--- src/rtl/core/lce_pkg.sv ---
package lce_pkg;

	localparam int DefaultLogicCols = 24;
	// The packed row-above field holds this many columns, two bits each.
	localparam int HoutCols = 24;
	localparam int HoutWidth = 2 * HoutCols;
	localparam int CfgDataWidth = 16;
	localparam int CfgIndexWidth = 3;

	// Configuration register indexes.
	localparam logic [CfgIndexWidth-1:0] REG_LUT_TABLE = 3'd0;
	localparam logic [CfgIndexWidth-1:0] REG_CELL_MODE = 3'd1;
	localparam logic [CfgIndexWidth-1:0] REG_CARRY_SEL = 3'd2;
	localparam logic [CfgIndexWidth-1:0] REG_PERTURB_SEL = 3'd3;
	localparam logic [CfgIndexWidth-1:0] REG_COL_INDEX = 3'd4;
	localparam logic [CfgIndexWidth-1:0] REG_ABOVE_HDIR = 3'd5;
	localparam logic [CfgIndexWidth-1:0] REG_IS_TOP_ROW = 3'd6;

	// Cell modes.
	localparam logic [3:0] CM_LUT4 = 4'd0;
	localparam logic [3:0] CM_LUT_ABOVE = 4'd1;
	localparam logic [3:0] CM_LUT_PAIR = 4'd2;
	localparam logic [3:0] CM_MUX_HD = 4'd3;
	localparam logic [3:0] CM_MUX_DH = 4'd4;
	localparam logic [3:0] CM_MUX_RAW = 4'd5;
	localparam logic [3:0] CM_SHIFT_H = 4'd6;
	localparam logic [3:0] CM_SUM3 = 4'd7;
	localparam logic [3:0] CM_CHAIN = 4'd8;

	// Carry-chain result choices.
	localparam logic [2:0] CRES_V = 3'd0;
	localparam logic [2:0] CRES_V_OR_K = 3'd1;
	localparam logic [2:0] CRES_CARRY = 3'd2;
	localparam logic [2:0] CRES_U_XOR_K = 3'd3;
	localparam logic [2:0] CRES_U_XNOR_K = 3'd4;

	// Perturb codes.
	localparam logic [2:0] PT_BCAST0 = 3'd0;
	localparam logic [2:0] PT_SWAP = 3'd1;
	localparam logic [2:0] PT_PASS = 3'd2;
	localparam logic [2:0] PT_BCAST1 = 3'd3;
	localparam logic [2:0] PT_INVERT = 3'd4;
	localparam logic [2:0] PT_SHIFT = 3'd5;
	localparam logic [2:0] PT_SHIFT_INV = 3'd6;

	// Above-row wire directions.
	localparam logic [1:0] HDIR_LEFT = 2'd0;
	localparam logic [1:0] HDIR_CENTER = 2'd1;
	localparam logic [1:0] HDIR_RIGHT = 2'd2;

	typedef struct packed {
		logic [15:0] lut_table;
		logic [3:0]  cell_mode;
		logic [2:0]  carry_result_sel;
		logic [11:0] perturb_sel;
		logic [4:0]  col_index;
		logic [1:0]  above_hdir;
		logic        is_top_row;
	} cfg_t;

	typedef struct packed {
		logic [1:0]           a_raw;
		logic [1:0]           b_raw;
		logic [1:0]           c_raw;
		logic [1:0]           d_raw;
		logic [1:0]           a_right;
		logic [1:0]           b_right;
		logic [1:0]           c_right;
		logic                 shift_carry_in;
		logic                 carry_in;
		logic [HoutWidth-1:0] above_row_hout;
	} item_t;

	typedef struct packed {
		logic [1:0] z_out;
		logic       carry_out;
		logic       shift_carry_out;
	} res_t;

	function automatic logic [1:0] perturb(input logic [2:0] code, input logic [1:0] v,
		input logic [1:0] right);
		logic [1:0] r;
		case (code)
			PT_BCAST0: r = {v[0], v[0]};
			PT_SWAP: r = {v[0], v[1]};
			PT_PASS: r = v;
			PT_BCAST1: r = {v[1], v[1]};
			PT_INVERT: r = ~v;
			PT_SHIFT: r = {v[0], right[1]};
			PT_SHIFT_INV: r = ~{v[0], right[1]};
			default: r = 2'd0;
		endcase
		return r;
	endfunction

	// Reads one column of the row above; columns outside the array read zero.
	function automatic logic [1:0] above_col(input logic [HoutWidth-1:0] hout,
		input logic signed [6:0] col, input logic top, input int cols);
		logic [1:0] r;
		r = 2'd0;
		if (!top && col >= 0 && col < cols && col < HoutCols) begin
			r = hout[{col[4:0], 1'b0} +: 2];
		end
		return r;
	endfunction

endpackage

--- src/rtl/core/lce_cfg_regs.sv ---
module lce_cfg_regs (
	input  logic                                clk,
	input  logic                                arst_n,
	input  logic                                cfg_we,
	input  logic [lce_pkg::CfgIndexWidth-1:0]   cfg_index,
	input  logic [lce_pkg::CfgDataWidth-1:0]    cfg_data,
	output lce_pkg::cfg_t                       cfg
);

	lce_pkg::cfg_t cfg_q;

	always_ff @(posedge clk or negedge arst_n) begin
		if (!arst_n) begin
			cfg_q <= '0;
		end else if (cfg_we) begin
			unique case (cfg_index)
				lce_pkg::REG_LUT_TABLE: cfg_q.lut_table <= cfg_data;
				lce_pkg::REG_CELL_MODE: cfg_q.cell_mode <= cfg_data[3:0];
				lce_pkg::REG_CARRY_SEL: cfg_q.carry_result_sel <= cfg_data[2:0];
				lce_pkg::REG_PERTURB_SEL: cfg_q.perturb_sel <= cfg_data[11:0];
				lce_pkg::REG_COL_INDEX: cfg_q.col_index <= cfg_data[4:0];
				lce_pkg::REG_ABOVE_HDIR: cfg_q.above_hdir <= cfg_data[1:0];
				lce_pkg::REG_IS_TOP_ROW: cfg_q.is_top_row <= cfg_data[0];
				default: cfg_q <= cfg_q;
			endcase
		end
	end

	assign cfg = cfg_q;

endmodule

--- src/rtl/core/lce_eval.sv ---
module lce_eval #(
	parameter int LOGIC_COLS = lce_pkg::DefaultLogicCols
) (
	input  lce_pkg::cfg_t  cfg,
	input  lce_pkg::item_t item,
	output lce_pkg::res_t  res
);

	logic [1:0]        a, b, c, d, ca, cb, cc;
	logic [1:0]        u, v, k, cy, maj, above_here, above_p, above_pm1;
	logic [2:0]        i0, i1;
	logic              cy0, carry_mode;
	logic signed [6:0] col, p;

	assign col = $signed({2'b00, cfg.col_index});

	always_comb begin
		a = lce_pkg::perturb(cfg.perturb_sel[2:0], item.a_raw, item.a_right);
		b = lce_pkg::perturb(cfg.perturb_sel[5:3], item.b_raw, item.b_right);
		c = lce_pkg::perturb(cfg.perturb_sel[8:6], item.c_raw, item.c_right);
		above_here = lce_pkg::above_col(item.above_row_hout, col, cfg.is_top_row, LOGIC_COLS);

		// Shift position for the variable shift mode.
		p = col;
		if ((b | c) != 2'd0) begin
			p = col - $signed({4'd0, b, c[1]});
			if (cfg.above_hdir == lce_pkg::HDIR_CENTER) begin
				p = p + 7'sd4;
			end else if (cfg.above_hdir == lce_pkg::HDIR_RIGHT) begin
				p = p + 7'sd8;
			end
		end
		above_p = lce_pkg::above_col(item.above_row_hout, p, cfg.is_top_row, LOGIC_COLS);
		above_pm1 = lce_pkg::above_col(item.above_row_hout, p - 7'sd1, cfg.is_top_row,
			LOGIC_COLS);

		res.z_out = 2'd0;
		res.carry_out = item.carry_in;
		res.shift_carry_out = item.shift_carry_in;
		carry_mode = 1'b0;
		ca = a;
		cb = b;
		cc = c;
		maj = (a & b) | (a & c) | (b & c);
		d = 2'd0;

		unique case (cfg.cell_mode) inside
			lce_pkg::CM_LUT4, lce_pkg::CM_LUT_ABOVE: begin
				if (cfg.cell_mode == lce_pkg::CM_LUT_ABOVE) begin
					d = above_here;
				end else begin
					d = lce_pkg::perturb(cfg.perturb_sel[11:9], item.d_raw, 2'd0);
				end
				if (!(cfg.cell_mode == lce_pkg::CM_LUT_ABOVE && cfg.is_top_row)) begin
					res.z_out = {cfg.lut_table[{d[1], c[1], b[1], a[1]}],
						cfg.lut_table[{d[0], c[0], b[0], a[0]}]};
				end
			end
			lce_pkg::CM_LUT_PAIR: begin
				res.z_out = {cfg.lut_table[{1'b1, c[1], b[1], a[1]}],
					cfg.lut_table[{1'b0, c[0], b[0], a[0]}]};
			end
			lce_pkg::CM_MUX_HD: begin
				case (c)
					2'd0: res.z_out = a;
					2'd1: res.z_out = b;
					2'd2: res.z_out = above_here;
					default: res.z_out = item.d_raw;
				endcase
			end
			lce_pkg::CM_MUX_DH: begin
				case (c)
					2'd0: res.z_out = a;
					2'd1: res.z_out = b;
					2'd2: res.z_out = item.d_raw;
					default: res.z_out = above_here;
				endcase
			end
			lce_pkg::CM_MUX_RAW: begin
				case (c)
					2'd0: res.z_out = a;
					2'd1: res.z_out = b;
					2'd2: res.z_out = item.b_raw;
					default: res.z_out = 2'd0;
				endcase
			end
			lce_pkg::CM_SHIFT_H: begin
				if (!cfg.is_top_row) begin
					if (c[0]) begin
						// A two-bit window straddling columns p-1 and p.
						if (p >= 0 && p <= LOGIC_COLS) begin
							if (p > 0) begin
								res.z_out[0] = above_pm1[1];
							end
							if (p < LOGIC_COLS) begin
								res.z_out[1] = above_p[0];
							end
						end
					end else begin
						res.z_out = above_p;
					end
				end
			end
			lce_pkg::CM_SUM3: begin
				res.shift_carry_out = maj[1];
				ca = {maj[0], item.shift_carry_in};
				cb = a ^ b ^ c;
				cc = 2'd0;
				carry_mode = 1'b1;
			end
			lce_pkg::CM_CHAIN: begin
				carry_mode = 1'b1;
			end
			default: begin
				res.z_out = 2'd0;
			end
		endcase

		// Two-bit carry chain: U is propagate, V is generate from the table.
		i0 = {cc[0], cb[0], ca[0]};
		i1 = {cc[1], cb[1], ca[1]};
		u = {cfg.lut_table[{1'b1, i1}], cfg.lut_table[{1'b1, i0}]};
		v = {cfg.lut_table[{1'b0, i1}], cfg.lut_table[{1'b0, i0}]};
		cy0 = (~u[0] & v[0]) | (u[0] & item.carry_in);
		k = {cy0, item.carry_in};
		cy = (~u & v) | (u & k);

		if (carry_mode) begin
			res.carry_out = cy[1];
			case (cfg.carry_result_sel)
				lce_pkg::CRES_V: res.z_out = v;
				lce_pkg::CRES_V_OR_K: res.z_out = v | k;
				lce_pkg::CRES_CARRY: res.z_out = cy;
				lce_pkg::CRES_U_XOR_K: res.z_out = u ^ k;
				lce_pkg::CRES_U_XNOR_K: res.z_out = ~(u ^ k);
				default: res.z_out = 2'd0;
			endcase
		end
	end

endmodule

--- src/rtl/core/lut_logic_cell_eval.sv ---
// Logic cell evaluator: each accepted item enters the input register, and its cell logic
// result is then loaded into the result register that drives the outputs. The sustained rate
// is one item per clock while out_ready stays high. in_ready drops only when both the input
// and the result registers hold items that cannot advance. Configuration writes through
// cfg_we/cfg_index/cfg_data take effect at once and are meant to be made while no item is in
// flight; an index outside the register list is ignored.
module lut_logic_cell_eval #(
	parameter int LOGIC_COLS = lce_pkg::DefaultLogicCols
) (
	input  logic                               clk,
	input  logic                               arst_n,
	input  logic                               cfg_we,
	input  logic [lce_pkg::CfgIndexWidth-1:0]  cfg_index,
	input  logic [lce_pkg::CfgDataWidth-1:0]   cfg_data,
	input  logic                               in_valid,
	output logic                               in_ready,
	input  logic [1:0]                         a_raw,
	input  logic [1:0]                         b_raw,
	input  logic [1:0]                         c_raw,
	input  logic [1:0]                         d_raw,
	input  logic [1:0]                         a_right,
	input  logic [1:0]                         b_right,
	input  logic [1:0]                         c_right,
	input  logic                               shift_carry_in,
	input  logic                               carry_in,
	input  logic [lce_pkg::HoutWidth-1:0]      above_row_hout,
	output logic                               out_valid,
	input  logic                               out_ready,
	output logic [1:0]                         z_out,
	output logic                               carry_out,
	output logic                               shift_carry_out
);

	lce_pkg::cfg_t  cfg;
	lce_pkg::item_t item_s1;
	lce_pkg::res_t  res_comb;
	lce_pkg::res_t  res_s2;
	logic           valid_s1;
	logic           valid_s2;
	logic           ready_s1;
	logic           ready_s2;

	lce_cfg_regs u_cfg (
		.clk       (clk),
		.arst_n    (arst_n),
		.cfg_we    (cfg_we),
		.cfg_index (cfg_index),
		.cfg_data  (cfg_data),
		.cfg       (cfg)
	);

	lce_eval #(
		.LOGIC_COLS (LOGIC_COLS)
	) u_eval (
		.cfg  (cfg),
		.item (item_s1),
		.res  (res_comb)
	);

	assign ready_s2 = !valid_s2 || out_ready;
	assign ready_s1 = !valid_s1 || ready_s2;
	assign in_ready = ready_s1;

	always_ff @(posedge clk or negedge arst_n) begin
		if (!arst_n) begin
			valid_s1 <= 1'b0;
			valid_s2 <= 1'b0;
		end else begin
			if (ready_s1) begin
				valid_s1 <= in_valid;
			end
			if (ready_s2) begin
				valid_s2 <= valid_s1;
			end
		end
	end

	always_ff @(posedge clk) begin
		if (ready_s1 && in_valid) begin
			item_s1 <= '{a_raw: a_raw, b_raw: b_raw, c_raw: c_raw, d_raw: d_raw,
				a_right: a_right, b_right: b_right, c_right: c_right,
				shift_carry_in: shift_carry_in, carry_in: carry_in,
				above_row_hout: above_row_hout};
		end
		if (ready_s2 && valid_s1) begin
			res_s2 <= res_comb;
		end
	end

	assign out_valid = valid_s2;
	assign z_out = res_s2.z_out;
	assign carry_out = res_s2.carry_out;
	assign shift_carry_out = res_s2.shift_carry_out;

endmodule

--- config.mk ---
export PLATFORM = sky130hd
export DESIGN_NAME = lut_logic_cell_eval
export DESIGN_NICKNAME = d
export VERILOG_FILES = /design/src/rtl/core/lce_pkg.sv /design/src/rtl/core/lce_cfg_regs.sv /design/src/rtl/core/lce_eval.sv /design/src/rtl/core/lut_logic_cell_eval.sv
export SDC_FILE = /design/constraint.sdc
export NUM_CORES = 1
export LEC_CHECK = 0
export BUFFER_PORTS_ARGS = -buffer_cell sky130_fd_sc_hd__buf_2
export CAP_MARGIN = 10
export CORE_ASPECT_RATIO = 2
export CORE_UTILIZATION = 40
export CTS_CLUSTER_DIAMETER = 200
export DETAILED_ROUTE_END_ITERATION = 6
export GPL_TIMING_DRIVEN = 0
export PLACE_DENSITY_LB_ADDON = 0.25
export REMOVE_ABC_BUFFERS = 1
export SYNTH_ARGS = -nofsm -noshare
export SYNTH_HDL_FRONTEND = slang
export SYNTH_SLANG_ARGS = --single-unit
--- constraint.sdc ---
create_clock -name clk -period 5 [get_ports clk]
set_input_delay 0.75 -clock clk [delete_from_list [all_inputs] [get_ports clk]]
set_output_delay 0.75 -clock clk [all_outputs]
set_load 0.01 [all_outputs]
==> results.md <==
- The flow ran to the end, but the final reports show violations.
- The checks that failed: DRC.
- The die area is 18900 µm².
- After filler insertion, the fill cell instance count of the layout stands at 1642.
- The initial utilization of the core area, before any placement, comes to 40.9%.
- Across the VDD grid, the largest voltage drop is 0.000238 V.
- The fraction of post-synthesis cell area in the top cell type by area is 26.7%.
- The total overflow reported by the global router is 0.
- Yosys instantiated no cell more often than edfxtp_1.
- The wire-length estimate of the detail-placed layout is 16500 µm.
- The largest stage delay on the critical path is 0.65 ns.
- The achievable clock frequency is 0.208 GHz.
- After detailed routing, the average wire length per cell comes to 23.3 µm.
- TritonCTS built the clock tree.
- The most numerous cell type found on the critical path is ha_1.
- The number of antenna violations at the first check in global routing was 0.
- Routability-driven placement finished with a final weighted congestion of 0.914.
- For this run, the leading register cell type out of synthesis is edfxtp_1.
- The total detailed-routing wirelength is 21700 µm.
- The category of the worst setup path capture point is a flop.
- The hold violation total from the final report is 0.
- The via count of the first global-routing pass is 6154.
- The fraction of registers with async set or reset after synthesis is 40.9%.
- The number of distinct standard cells referenced by the synthesized netlist is 89.
- The initialized floorplan defines 69 standard-cell rows.
- The worst hold path cell count is 1.
- The cell at the root of the clock tree is clkbuf_16.
- The total via count in the routed design is 5857.
- For this design the ratio of total power to cell area is 522 nW/µm².
- The worst slack on hold paths is 0.502 ns.
- The number of buffers inserted for hold repair after clock tree synthesis is 0.
- The post-route antenna net violation count is 0.
- The number of nets in the finished design is 811.
- The ratio of routed vias to standard cells is 6.28.
- The gate family responsible for the most delay along the worst path is compound AO/OA/AOI/OAI gates.
- The worst setup path is of the flop to flop kind.
- The tool flagged a number of max-cap violations equal to 0.
- The largest total area in the synthesized netlist belongs to edfxtp_1.
- After detailed routing, the number of remaining DRC violations is 3.
- Sequential elements use 42.1% of the synthesized area.
- For the worst setup path, the data required time is 5.07 ns.
- Data arrives at the worst endpoint at 4.88 ns.
- The maximum number of pins on one net before global-route repair is 46.
- After clock tree synthesis, the clock-pin slew on the worst setup and hold paths is 0.08 ns.
- The repair_antennas step left the layout with diodes totalling 0.
- The clock skew is 0.0132 ns.
- The cell area that synthesis handed to floorplanning was 7310 µm².
- The worst hold path startpoint is valid_s1.
- The final max-slew violation count was 0.
- In this run, the number of DRC markers left after iteration 0 of detailed routing was 324.
- The count of state elements after synthesis is 110.
- The floorplan die width is 97.6 µm.
- The proportion of layout cells with a drive suffix above 1 is 32.8%.
- In this run the critical register-to-register path is launched from item_s1[58].
- 94 I/O pins were placed.
- The global-route wire length before repair is 33500 µm.
- The standby leakage power is 3.25 nW.
- The floorplan step defined a core boundary enclosing 17900 µm².
- For the worst flop-to-flop path, the logic depth is 13.
- Setup repair after global routing left no endpoint under its margin.
- The area of placed instances is 7920 µm².
- The global-route total usage across every layer is 23.6%.
- The iteration count of the initial detailed-routing pass is 7.
- The buffer levels on the longest clock path is 2.
- The class of the tightest hold or removal check is flop to flop.
- The setup slack on the worst flop-to-flop path is 0.19 ns.
- Synthesis produced 627 cells.
- In this run the vertical extent of the chip is 193 µm.
- The portion of the clock cycle consumed by the worst path in the final layout is 96.2%.
- The TritonCTS buffer count is 9.
- The clock period could shrink to 4.81 ns.
- The sink of the worst hold path is out_valid.
- Traced cell by cell, the critical path runs through o311a_1 > a21o_2 > clkinvlp_4 > ha_1 > fa_1 > o21ai_2 > inv_2 > ha_1 > mux4_2 > mux2_1 > mux2i_1 > a211o_1 > o2111ai_1.
- The later pin in the worst-skew pair is clocked with a latency of 0.36 ns.
- From synthesis to final layout, the design area changed by 14.2%.
- STA classifies the critical path startpoint as a flop.
- Clock tree synthesis found a total of 110 sinks.
- CTS built an H-tree with a depth of 3.
- Setup violations remaining at the end of the flow were counted as 0.
- Sorting the synthesized cells by area gives the leading types as edfxtp_1, dfrtp_1, mux4_2, mux2_2, mux2i_1.
- Yosys mapped a number of flops with a built-in enable equal to 65.
- At the pin with the least slew margin, the transition time is 1.09 ns.
- The critical register-to-register path endpoint is z_out[0].
- After routing the design area is 8350 µm².
- The largest fanout on the critical path is 13.
- The total buffers and inverters traversed by the critical path is 2.
- The synthesis warning total is 0.
- In this run the mean area of a mapped cell was 11.7 µm².
- After synthesis, the most frequently instantiated cells are edfxtp_1, nand2_1, mux2_2.
- The slowest stage of the critical path belongs to the cell ha_1.
- The worst max-slew margin expressed relative to the limit is 27.2%.
- During placement, the flow inserted port buffers numbering 90.
[worst max path at each step]
stage | start | to | depth (start not counted)
6_report | item_s1[58] | z_out[0] | 13
5_1_grt | item_s1[58] | z_out[0] | 13
4_1_cts | item_s1[60] | z_out[1] | 18
3_5_place_dp | item_s1[58] | z_out[0] | 12
3_3_place_gp | u_cfg.cfg[3] | z_out[1] | 16
2_1_floorplan | item_s1[60] | z_out[0] | 18
[cell type report]
class	instances	area (µm²)	area share (%)
Clock inverter	4	31.3	0.375
Timing Repair Buffer	101	549	6.58
Inverter	29	113	1.35
Clock buffer	12	246	2.95
Tap cell	213	267	3.19
Sequential cell	110	3080	36.9
Multi-Input combinational cell	463	4060	48.7
[cell families (layout without fill, tap and decap cells)]
family / count (synthesis) / count (layout) / share of synthesized area, %
multiplexers: 118 / 119 / 22.7
adder cells (fa/ha/maj): 9 / 9 / 1.85
flip-flops: 110 / 110 / 42.1
buffers and inverters: 56 / 146 / 3.52
XOR/XNOR: 5 / 5 / 0.702
AND/OR/NAND/NOR: 175 / 175 / 13.3
AO/OA/AOI/OAI: 154 / 155 / 15.8
[registers in the layout (all words and copies together) (netlist names)]
register,cells
item_s1,61
u_cfg.cfg,43
z_out,2
carry_out,1
out_valid,1
shift_carry_out,1
valid_s1,1
[layout by cell type, fill, tap and decap left out, types with 5 or more instances in the layout]
| cell | instances |
|---|---|
| nand2_1 | 48 |
| a2111oi_0 | 5 |
| mux2_2 | 46 |
| clkbuf_16 | 9 |
| nor3_1 | 6 |
| o21ai_0 | 24 |
| mux2i_1 | 34 |
| nand3_1 | 14 |
| edfxtp_1 | 65 |
| buf_4 | 9 |
| o2111ai_1 | 5 |
| nand3b_1 | 8 |
| buf_2 | 90 |
| ha_1 | 6 |
| a21oi_1 | 19 |
| a211oi_1 | 9 |
| inv_1 | 25 |
| nor4_1 | 8 |
| o31ai_1 | 5 |
| nor2b_1 | 11 |
| a211o_1 | 6 |
| o31a_1 | 6 |
| o21a_1 | 6 |
| nor2_1 | 26 |
| o211ai_1 | 6 |
| nand2b_1 | 13 |
| mux4_2 | 32 |
| dfrtp_1 | 44 |
[per-layer routing]
metal	GRT usage, %	part of all wire, %
met4	20.1	8.3
met5	0	0
met2	45.1	57
met1	21.4	31
met3	2.82	3.4
[through the flow]
stage | power (mW) | std cells | setup WS (ns) | utilization (%) | setup TNS, ns
after floorplan | 2.87 | 600 | 0.282 | - | 0
after global placement | 3.49 | 903 | -0.631 | 44.1 | -1.18
after detailed placement | 3.53 | 905 | -0.705 | 44.3 | -1.35
after CTS | 4.28 | 924 | 0.0607 | 46.2 | 0
after global routing | 4.59 | 932 | 0.00561 | 46.7 | 0
final | 4.36 | 932 | 0.190 | 46.7 | 0
[what timing repair did]
item / in CTS / in global routing
pin swaps: 1 / 1
gates cloned: 1 / 1
hold endpoints to repair: 0 / 0
buffers inserted: 2 / 7
endpoints found under the setup margin: 2 / 2
resized for setup: 7 / 7
[report_power, final]
| part | switching (mW) | internal [mW] | total [mW] | leakage [nW] |
|---|---|---|---|---|
| combinational | 1.35 | 1.02 | 2.37 | 1.95 |
| sequential | 0.210 | 1.09 | 1.30 | 1.16 |
| clock | 0.334 | 0.355 | 0.689 | 0.137 |
| total | 1.89 | 2.47 | 4.36 | 3.25 |
(Power assumes the default switching activity.)
